**config.mk**
```make
export PLATFORM = sky130hd
export DESIGN_NAME = slot_table_id_allocator_unit
export DESIGN_NICKNAME = d
export VERILOG_FILES = /design/src/hdl/stia_pkg.sv /design/src/hdl/stia_ctrl.sv /design/src/hdl/stia_datapath.sv /design/src/hdl/slot_table_id_allocator_unit.sv
export SDC_FILE = /design/constraint.sdc
export NUM_CORES = 1
export LEC_CHECK = 0
export BUFFER_PORTS_ARGS = -buffer_cell sky130_fd_sc_hd__buf_2
export CAP_MARGIN = 40
export CORE_MARGIN = 2
export CORE_UTILIZATION = 35
export DETAILED_ROUTE_END_ITERATION = 10
export HOLD_SLACK_MARGIN = 0.05
export SETUP_SLACK_MARGIN = 0.02
export SLEW_MARGIN = 20
export SYNTH_ARGS = -nofsm -noshare
export SYNTH_HDL_FRONTEND = slang
export SYNTH_SLANG_ARGS = --single-unit
```
**constraint.sdc**
```tcl
create_clock -name i_clk -period 4.2 [get_ports i_clk]
set_input_delay 0.84 -clock i_clk [delete_from_list [all_inputs] [get_ports i_clk]]
set_output_delay 0.84 -clock i_clk [all_outputs]
set_load 0.05 [all_outputs]
```
**src/hdl/stia_pkg.sv**
```systemverilog
package stia_pkg;

    localparam int SLOTS_DEF   = 16;
    localparam int ID_BITS_DEF = 16;

    localparam int CFG_W     = 5;
    localparam int KEY_W     = 16;
    localparam int IDX_W     = 4;
    localparam int AID_W     = 16;
    // largest slot count the active_slots register can select
    localparam int ACT_MAX   = 2**CFG_W - 1;
    localparam logic [CFG_W-1:0] ACTIVE_RST = CFG_W'(16);

    typedef enum logic [1:0] {
        FUNC_ADD    = 2'd0,
        FUNC_FIND   = 2'd1,
        FUNC_REMOVE = 2'd2,
        FUNC_CLEAR  = 2'd3
    } t_func;

    typedef enum logic [1:0] {
        ST_OK        = 2'd0,
        ST_MISS      = 2'd1,
        ST_ID_ZERO   = 2'd2,
        ST_EXHAUSTED = 2'd3
    } t_status;

    typedef struct packed {
        t_func            func;
        logic [KEY_W-1:0] id_key;
    } t_req;

    typedef struct packed {
        t_status          status;
        logic [IDX_W-1:0] slot_index;
        logic [AID_W-1:0] assigned_id;
        logic             any_used;
    } t_rsp;

    typedef enum logic {
        CS_IDLE   = 1'b0,
        CS_COMMIT = 1'b1
    } t_ctrl_state;

    typedef struct packed {
        logic capture;
        logic commit;
    } t_ctrl_cmd;

    typedef struct packed {
        logic rsp_busy;
    } t_dp_status;

endpackage

```
**src/hdl/stia_ctrl.sv**
```systemverilog
module stia_ctrl (
    input  logic                  i_clk,
    input  logic                  i_rst_n,
    input  logic                  i_req_valid,
    output logic                  o_req_ready,
    input  stia_pkg::t_dp_status  i_dp_status,
    output stia_pkg::t_ctrl_cmd   o_cmd
);

    stia_pkg::t_ctrl_state r_state, n_state;

    always_ff @(posedge i_clk) begin
        if (!i_rst_n) begin
            r_state <= stia_pkg::CS_IDLE;
        end else begin
            r_state <= n_state;
        end
    end

    always_comb begin
        n_state     = r_state;
        o_cmd       = '0;
        o_req_ready = 1'b0;
        case (r_state)
            stia_pkg::CS_IDLE: begin
                o_req_ready = i_rst_n;
                if (i_req_valid && i_rst_n) begin
                    o_cmd.capture = 1'b1;
                    n_state       = stia_pkg::CS_COMMIT;
                end
            end
            stia_pkg::CS_COMMIT: begin
                // hold until the response register can take the result
                if (!i_dp_status.rsp_busy) begin
                    o_cmd.commit = 1'b1;
                    n_state      = stia_pkg::CS_IDLE;
                end
            end
            default: begin
                n_state = stia_pkg::CS_IDLE;
            end
        endcase
    end

endmodule

```
**src/hdl/stia_datapath.sv**
```systemverilog
module stia_datapath #(
    parameter int SLOTS   = stia_pkg::SLOTS_DEF,
    parameter int ID_BITS = stia_pkg::ID_BITS_DEF
) (
    input  logic                         i_clk,
    input  logic                         i_rst_n,
    input  logic                         i_cfg_we,
    input  logic [stia_pkg::CFG_W-1:0]   i_cfg_wdata,
    input  stia_pkg::t_req               i_req,
    input  stia_pkg::t_ctrl_cmd          i_cmd,
    output stia_pkg::t_dp_status         o_dp_status,
    output logic                         o_rsp_valid,
    input  logic                         i_rsp_ready,
    output stia_pkg::t_rsp               o_rsp
);

    // Slots above the largest active count are never claimed, so only those
    // that the register can reach are stored.
    localparam int TBL    = (SLOTS < stia_pkg::ACT_MAX) ? SLOTS : stia_pkg::ACT_MAX;
    localparam int TBL_IW = $clog2(TBL);
    localparam int CMP_W  = (ID_BITS > stia_pkg::KEY_W) ? ID_BITS : stia_pkg::KEY_W;

    logic [stia_pkg::CFG_W-1:0] r_active;
    logic [TBL-1:0]             r_used, n_used;
    logic [ID_BITS-1:0]         r_id [TBL];
    logic [ID_BITS-1:0]         r_id_counter, n_id_counter;
    logic [TBL-1:0]             r_match, n_match;
    stia_pkg::t_func            r_func;
    logic                       r_key_zero;
    stia_pkg::t_rsp             r_rsp, n_rsp;
    logic                       r_rsp_valid;

    logic [TBL-1:0]    active_mask;
    logic [TBL-1:0]    free_vec;
    logic              free_any, match_any;
    logic [TBL_IW-1:0] free_idx, match_idx, hit_idx;
    logic              id_write;

    // index i is active when below the register value; a register value above
    // the stored slot count marks every stored slot active, so no saturation is needed
    always_comb begin
        for (int i = 0; i < TBL; i++) begin
            active_mask[i] = (stia_pkg::CFG_W'(i) < r_active);
        end
    end

    always_comb begin
        for (int i = 0; i < TBL; i++) begin
            n_match[i] = r_used[i] && active_mask[i]
                && (CMP_W'(r_id[i]) == CMP_W'(i_req.id_key));
        end
    end

    assign free_vec  = ~r_used & active_mask;
    assign free_any  = |free_vec;
    assign match_any = |r_match;

    always_comb begin
        free_idx  = '0;
        match_idx = '0;
        for (int i = TBL - 1; i >= 0; i--) begin
            if (free_vec[i]) begin
                free_idx = TBL_IW'(i);
            end
            if (r_match[i]) begin
                match_idx = TBL_IW'(i);
            end
        end
    end

    always_comb begin
        n_used       = r_used;
        n_id_counter = r_id_counter;
        id_write     = 1'b0;
        hit_idx      = '0;
        n_rsp        = '0;
        n_rsp.status = stia_pkg::ST_OK;
        case (r_func)
            stia_pkg::FUNC_ADD: begin
                if (!free_any) begin
                    n_rsp.status = stia_pkg::ST_MISS;
                end else if (&r_id_counter) begin
                    n_rsp.status = stia_pkg::ST_EXHAUSTED;
                end else begin
                    n_id_counter      = r_id_counter + 1'b1;
                    hit_idx           = free_idx;
                    n_used[free_idx]  = 1'b1;
                    id_write          = 1'b1;
                    n_rsp.slot_index  = stia_pkg::IDX_W'(free_idx);
                    n_rsp.assigned_id = stia_pkg::AID_W'(n_id_counter);
                end
            end
            stia_pkg::FUNC_FIND, stia_pkg::FUNC_REMOVE: begin
                if (r_key_zero) begin
                    n_rsp.status = stia_pkg::ST_ID_ZERO;
                end else if (!match_any) begin
                    n_rsp.status = stia_pkg::ST_MISS;
                end else begin
                    n_rsp.slot_index = stia_pkg::IDX_W'(match_idx);
                    if (r_func == stia_pkg::FUNC_REMOVE) begin
                        n_used[match_idx] = 1'b0;
                    end
                end
            end
            default: begin
                n_used = '0;
            end
        endcase
        n_rsp.any_used = |(n_used & active_mask);
    end

    always_ff @(posedge i_clk) begin
        if (!i_rst_n) begin
            r_active     <= stia_pkg::ACTIVE_RST;
            r_used       <= '0;
            r_id_counter <= '0;
            r_rsp_valid  <= 1'b0;
        end else begin
            if (i_cfg_we) begin
                r_active <= i_cfg_wdata;
            end
            if (i_cmd.commit) begin
                r_used       <= n_used;
                r_id_counter <= n_id_counter;
                r_rsp_valid  <= 1'b1;
            end else if (i_rsp_ready) begin
                r_rsp_valid  <= 1'b0;
            end
        end
    end

    always_ff @(posedge i_clk) begin
        if (i_cmd.capture) begin
            r_match    <= n_match;
            r_func     <= i_req.func;
            r_key_zero <= (i_req.id_key == '0);
        end
        if (i_cmd.commit) begin
            r_rsp <= n_rsp;
            if (id_write) begin
                r_id[hit_idx] <= n_id_counter;
            end
        end
    end

    assign o_dp_status.rsp_busy = r_rsp_valid && !i_rsp_ready;
    assign o_rsp_valid          = r_rsp_valid;
    assign o_rsp                = r_rsp;

endmodule

```
**src/hdl/slot_table_id_allocator_unit.sv**
```systemverilog
// Channel     Direction  Signals                         Moves
// request     in         i_req_valid / o_req_ready       i_req  (func, id_key)
// response    out        o_rsp_valid / i_rsp_ready       o_rsp  (status, slot_index,
//                                                               assigned_id, any_used)
// config      in         i_cfg_we                        i_cfg_wdata (active_slots)
//
// Each request has an accept cycle, which registers the id compare of
// every stored slot, and a commit cycle, which priority-encodes and updates the table.
// A new request is taken in the cycle after commit.
// Reset clears the used marks and the id counter and sets active_slots to 16.
// Commit waits while a previous response is still held in the output register.
module slot_table_id_allocator_unit #(
    parameter int SLOTS   = stia_pkg::SLOTS_DEF,
    parameter int ID_BITS = stia_pkg::ID_BITS_DEF
) (
    input  logic                        i_clk,
    input  logic                        i_rst_n,
    input  logic                        i_cfg_we,
    input  logic [stia_pkg::CFG_W-1:0]  i_cfg_wdata,
    input  logic                        i_req_valid,
    output logic                        o_req_ready,
    input  stia_pkg::t_req              i_req,
    output logic                        o_rsp_valid,
    input  logic                        i_rsp_ready,
    output stia_pkg::t_rsp              o_rsp
);

    stia_pkg::t_ctrl_cmd  cmd;
    stia_pkg::t_dp_status dp_status;

    stia_ctrl u_ctrl (
        .i_clk       (i_clk),
        .i_rst_n     (i_rst_n),
        .i_req_valid (i_req_valid),
        .o_req_ready (o_req_ready),
        .i_dp_status (dp_status),
        .o_cmd       (cmd)
    );

    stia_datapath #(
        .SLOTS   (SLOTS),
        .ID_BITS (ID_BITS)
    ) u_datapath (
        .i_clk       (i_clk),
        .i_rst_n     (i_rst_n),
        .i_cfg_we    (i_cfg_we),
        .i_cfg_wdata (i_cfg_wdata),
        .i_req       (i_req),
        .i_cmd       (cmd),
        .o_dp_status (dp_status),
        .o_rsp_valid (o_rsp_valid),
        .i_rsp_ready (i_rsp_ready),
        .o_rsp       (o_rsp)
    );

endmodule

```
==> results of run 1 <==
how the worst max path moves through the flow:
stage                                       from                     end  cells after the start
after floorplan           u_datapath.r_active[4]   u_datapath.r_id[1][0]                      9
after global placement    u_datapath.r_active[3]  u_datapath.r_id[3][14]                      8
after detailed placement  u_datapath.r_active[3]  u_datapath.r_id[3][14]                      8
after CTS                 u_datapath.r_active[3]  u_datapath.r_id[3][12]                      8
after global routing      u_datapath.r_active[2]  u_datapath.r_id[11][3]                      8
final                     u_datapath.r_active[2]  u_datapath.r_id[11][3]                      8
cell usage after synthesis, types with 6 or more instances:
cell type  number
nor4_1         58
inv_1          16
a21o_1          9
o31ai_1         6
dfxtp_1        39
nor2_1        104
mux2i_1         6
o211ai_1        8
and2_1         10
a31oi_1        12
nand2_1        76
nor2b_1        10
a21oi_1        34
buf_2          11
and3_1          9
xor2_1        198
edfxtp_1      298
o21ai_0        20
clkbuf_1       50
nand2b_1       14
nand4_1        27
nor3_1         26
nand3_1        31
xnor2_1        94
a22oi_1         6
per-stage QoR:
step                      cells  util (%)  setup WS, ps  hold slack, ps
after global placement     1900      38.5           612             515
after CTS                  1974      41.3           533             472
after global routing       1977      41.3           334             475
final                      1978      41.3           508             484
after floorplan            1262         -           684             484
after detailed placement   1903      38.5           533             537
cell usage in the layout, fill, tap and decap left out, types with 10 or more instances in the layout:
cell	Yosys	layout
nor3_1	26	24
nand4_1	27	27
clkbuf_1	50	12
o21ai_0	20	20
buf_2	11	54
edfxtp_1	298	298
a31oi_1	12	12
and2_1	10	10
clkbuf_16	0	39
xnor2_1	94	86
nand2b_1	14	14
xor2_1	198	195
nor2_1	104	104
nor2b_1	10	10
nor4_1	58	58
buf_4	3	62
dfxtp_1	39	39
nand3_1	31	31
a21oi_1	34	34
inv_1	16	16
nand2_1	76	76
logic make-up after synthesis:
kind of cell | after synthesis
AO/OA/AOI/OAI | 146
buffers and inverters | 85
flip-flops | 337
AND/OR/NAND/NOR | 389
XOR/XNOR | 292
adder cells (fa/ha/maj) | 4
multiplexers | 9
critical path, stage by stage, from the launching register on:
cell and delay, ps:
dfxtp_1 520, a2111oi_2 650, o21ai_0 150, a21o_1 210
o41ai_4 500, o21ai_0 400, or3_1 540, nor2_1 130
buf_4 270
area by class of cell:
class	instances	area, µm²	area share (%)
Antenna cell	1	2.50	0.0136
Clock inverter	19	193	1.05
Sequential cell	337	9730	53.0
Clock buffer	52	1030	5.63
Inverter	17	63.8	0.347
Tap cell	592	741	4.03
Multi-Input combinational cell	840	5820	31.7
Timing Repair Buffer	120	782	4.26
power breakdown:
part,switching [µW],internal [µW]
logic,317,150
registers,26.2,3630
clock network,1400,1880
total,1740,5660
routing by layer:
| layer | part of all wire, % | up-vias | GRT usage, % |
|---|---|---|---|
| li1 | - | 4758 | - |
| met1 | 42 | 5305 | 27.0 |
| met2 | 48 | 451 | 33.9 |
| met3 | 7.3 | 93 | 3.65 |
| met4 | 2.8 | 0 | 6.23 |
| met5 | 0 | - | 0 |
state kept, by name, summed over array words and instances (netlist names):
name / flops
u_datapath.r_used: 16
u_datapath.r_func: 2
u_datapath.r_id_counter: 16
u_datapath.r_id: 256
u_datapath.r_key_zero: 1
u_datapath.r_match: 16
u_ctrl.r_state: 1
u_datapath.o_rsp_valid: 1
u_datapath.o_rsp: 23
u_datapath.r_active: 5
==> impl_metrics.yaml, run 1 <==
logic_synthesis:
  synth_top_family_by_area: "XOR/XNOR gates"
  async_flop_share_pct: 0
  synth_xor_area_share_pct: 16.2
  synth_compound_area_share_pct: 6.55
  muxShareOfSynthArea_pct: 0.617
  synthAdderAreaFrac_pct: 0.317
  netlist_instances: 1262
  ys_seq_area_share_pct: 61.5
  ys.flop_type: "edfxtp_1"
  synth_edf_count: 298
  synth_top_area_share_pct: 56.6
  ys_warn_count: 0
  netlist_area_um2: 15800
  synth.area.top_cells: "edfxtp_1 57%, xor2_1 11%, xnor2_1 5.2%"
  ys_ff_latch: 337
  ys_types: 75
  synth-simple-area-share_pct: 12.6
  syn_avg_cell_area_um2: 12.5
  syn_nets: 1294
  yosys.area.top_type: "edfxtp_1"
cts:
  cts_setup_buffers: 0
  path_clk_slew_ps: 60
  postCtsHoldBufs: 0
  clock_path_buffers: 3
  cts_tree: "yes"
  htree_levels: 2
  cts_root_buffer: "clkbuf_16"
  numClockSinks: 337
  cts_resized: 0
  clock_latency_ps: 550
  cts_inserted_buffers: 39
floorplanning:
  start_util_pct: 35.6
  die-area_um2: 46900
  die_x_um: 217
  fp.dieH_um: 217
  core_um2: 44400
  rows: 77
  num_io_pins: 53
power_and_ir_drop:
  power.total_uw: 7400
  leakage_uw: 0.00619
  powerDensity_nw_per_um2: 403
  peakVddDrop_mv: 0.267
placement:
  port_buffers: 52
  hpwl_mm: 30.6
  gp_congestion: 0.915
  postPlaceCellArea_um2: 17100
grt:
  grt_pass1_wl_mm: 70.2
  track_usage_pct: 20.3
  grt_pass1_vias: 10580
  grt_max_degree: 44
  grt_overflow: 0
  antenna_found_initial: 1
route:
  wl_per_cell_um: 24.1
  drc_errors: 0
  ant_nets: 0
  dr.first_iter.drc_count: 1184
  vias: 10607
  avgViaCountPerCell: 5.36
  finalWirelength_mm: 47.7
  first_pass_iters: 7
worst_setup_path:
  path_max_fanout: 16
  reg2reg_depth: 8
  r2r_start: "u_datapath.r_active[2]"
  critical_path_class: "reg -> reg"
  startpoint_type: "flip-flop"
  rrSetupSlack_ps: 510
  required_ps: 4430
  worstPathArrival_ps: 3930
  r2r_end: "u_datapath.r_id[11][3]"
  cp-end-kind: "flip-flop"
hold_path:
  hold_class: "in -> reg"
  hold_depth: 1
  hold_start: "i_req[17]"
  holdPathEnd: "u_datapath.r_func[1]"
timing:
  hold_viol: 0
  rsz0062_at_grt: "no"
  setup_viol: 0
  min_period_over_period_pct: 87.9
  fin_setup_tns_ps: 0
  slew_violations: 0
  min_period_ps: 3690
  slew_headroom_pct: 41.0
  fmax_ghz: 0.271
  tightestPinTransition_ps: 876
  skew_ps: 12.6
cells_and_area:
  final_layout_size_suffix_gt1_share_pct: 14.9
  nets: 1387
  area_growth_pct: 16.2
  final_area_um2: 18400
  fill_cells: 4120
status:
  outcome: "finished, final reports clean"
job:
  maxCapViolations: 0
No activity file was read; power rests on OpenSTA's default activity.
==> run 2, diff against run 1 <==
--- a/config.mk
+++ b/config.mk
@@ -8,9 +8,10 @@
 export BUFFER_PORTS_ARGS = -buffer_cell sky130_fd_sc_hd__buf_2
 export CAP_MARGIN = 40
 export CORE_MARGIN = 2
-export CORE_UTILIZATION = 35
+export CORE_UTILIZATION = 55
 export DETAILED_ROUTE_END_ITERATION = 10
 export HOLD_SLACK_MARGIN = 0.05
+export PLACE_DENSITY = 0.72
 export SETUP_SLACK_MARGIN = 0.02
 export SLEW_MARGIN = 20
 export SYNTH_ARGS = -nofsm -noshare
==> run 2 against run 1 <==
  * Sequential power barely moved
  * Global-route usage rose by 9.2 points
  * Die area fell by 36%
  * First-iteration DRC count rose by 17%
  * Fmax fell by 3.5%
  * Combinational power fell by 4%
  * Largest cell class unchanged
==> impl_metrics.yaml, run 2 (same netlist as run 1, synthesis figures left out) <==
cells_and_area:
  final_cells: 1753
  final_layout_size_suffix_gt1_share_pct: 13.4
  regMostFlops: "u_datapath.r_id"
  fin_util_pct: 63.0
  diodes: 0
  nets: 1374
  largest_register_ff_count: 256
  final_cell_mix: "298 x edfxtp_1, 198 x xor2_1, 104 x nor2_1, 86 x xnor2_1, 76 x nand2_1"
  final_common_cell: "edfxtp_1"
  area_growth_pct: 13.5
timing:
  slew_headroom_pct: 40.8
  fin_setup_tns_ps: 0
  hold_viol: 0
  worst_hold_slack_ps: 493
  setup_viol: 0
  tightestPinTransition_ps: 881
  fmax_ghz: 0.261
  min_period_over_period_pct: 91.1
  rsz0062_at_grt: "no"
  min_period_ps: 3830
  skew_ps: 13.2
  slew_violations: 0
grt:
  grt_pass1_wl_mm: 65.6
  grt_pass1_vias: 10580
  antenna_found_initial: 1
  grt_max_degree: 44
  grt_overflow: 0
  track_usage_pct: 29.5
power_and_ir_drop:
  peakVddDrop_mv: 0.349
  leakage_uw: 0.00610
  powerDensity_nw_per_um2: 404
cts:
  numClockSinks: 337
  cts_tree: "yes"
  postCtsHoldBufs: 0
  cts_inserted_buffers: 37
  clock_path_buffers: 3
  htree_levels: 2
  cts_root_buffer: "clkbuf_16"
  cts_setup_buffers: 0
  cts_resized: 0
  clock_latency_ps: 530
  path_clk_slew_ps: 60
route:
  finalWirelength_mm: 44.4
  drc_errors: 0
  vias: 10697
  wl_per_cell_um: 25.3
  avgViaCountPerCell: 6.10
  dr.first_iter.drc_count: 1380
  ant_nets: 0
  first_pass_iters: 5
floorplanning:
  start_util_pct: 55.5
  num_io_pins: 53
  die_x_um: 174
  rows: 62
  die-area_um2: 30100
  fp.dieH_um: 174
  core_um2: 28500
placement:
  port_buffers: 52
  gp_congestion: 0.953
  hpwl_mm: 27.9
  placed_cells: 1687
worst_setup_path:
  critical_path_class: "reg -> reg"
  worstPathArrival_ps: 4040
  startpoint_type: "flip-flop"
  path_buf_inv: 1
  cp_slowest_cell: "a2111oi_2"
  required_ps: 4410
  crit_chain: "a2111oi_2 > o21ai_0 > a21o_1 > o41ai_4 > o21ai_0 > or3_1 > nor2_1 > buf_4"
  path_max_fanout: 21
  critPathMaxStageDelay_ps: 730
  crit_family: "compound AO/OA/AOI/OAI gates"
  crit_top_cell: "o21ai_0"
  cp-end-kind: "flip-flop"
status:
  outcome: "finished, final reports clean"
hold_path:
  hold_class: "in -> reg"
job:
  maxCapViolations: 0
==> run 2: cell count changes in the layout (fill, tap and decap cells not counted), sizes merged <==
cell    delta
buf       -10
bufinv     +1
clkbuf     -2
clkinv     -4
diode      -1
inv        -1
==> run 2: layout make-up <==
| type | instances | area, µm² |
|---|---|---|
| clock inverter | 15 | 169 |
| tap | 384 | 480 |
| inverter | 17 | 63.8 |
| multi-input combinational | 840 | 5810 |
| timing repair buffer | 109 | 693 |
| fill | 2147 | 10500 |
| sequential | 337 | 9730 |
| clock buffer | 51 | 1000 |
==> run 2: path summary, 6_finish.rpt <==
| kind | cells after the start | endpoint | startpoint | slack [ps] |
|---|---|---|---|---|
| worst min-delay path | 1 | u_datapath.r_func[1] | i_req[17] | 490 |
| worst max-delay path | 8 | u_datapath.r_id[11][12] | u_datapath.r_active[1] | 370 |
| worst min register to register | 2 | u_datapath.r_id_counter[15] | u_datapath.r_id_counter[15] | 540 |
| worst max register to register | 8 | u_datapath.r_id[11][12] | u_datapath.r_active[1] | 370 |
==> run 2: metrics by stage <==
| stage | setup slack, ps | area, µm² | power [µW] |
|---|---|---|---|
| 6_report | 373 | 17900 | 7250 |
| 5_1_grt | 165 | 17900 | 7450 |
| 4_1_cts | 429 | 17900 | 7280 |
| 3_5_place_dp | 428 | 16800 | 4170 |
| 3_3_place_gp | 537 | 16700 | 4160 |
| 2_1_floorplan | 684 | 15800 | 4020 |
==> run 2: where the power goes <==
part	switching (µW)	internal (µW)	total, µW
clock network	1290	1860	3140
registers	31.5	3630	3660
logic	305	143	448
total	1620	5630	7250
==> run 2: metal layers <==
metal | global-route usage, % | part of all wire [%] | routed length (µm)
met1 | 39.9 | 40 | 17600
met2 | 47.9 | 47 | 21000
met3 | 4.58 | 8.8 | 3910
met4 | 12.5 | 4.2 | 1860
met5 | 0 | 0 | 0
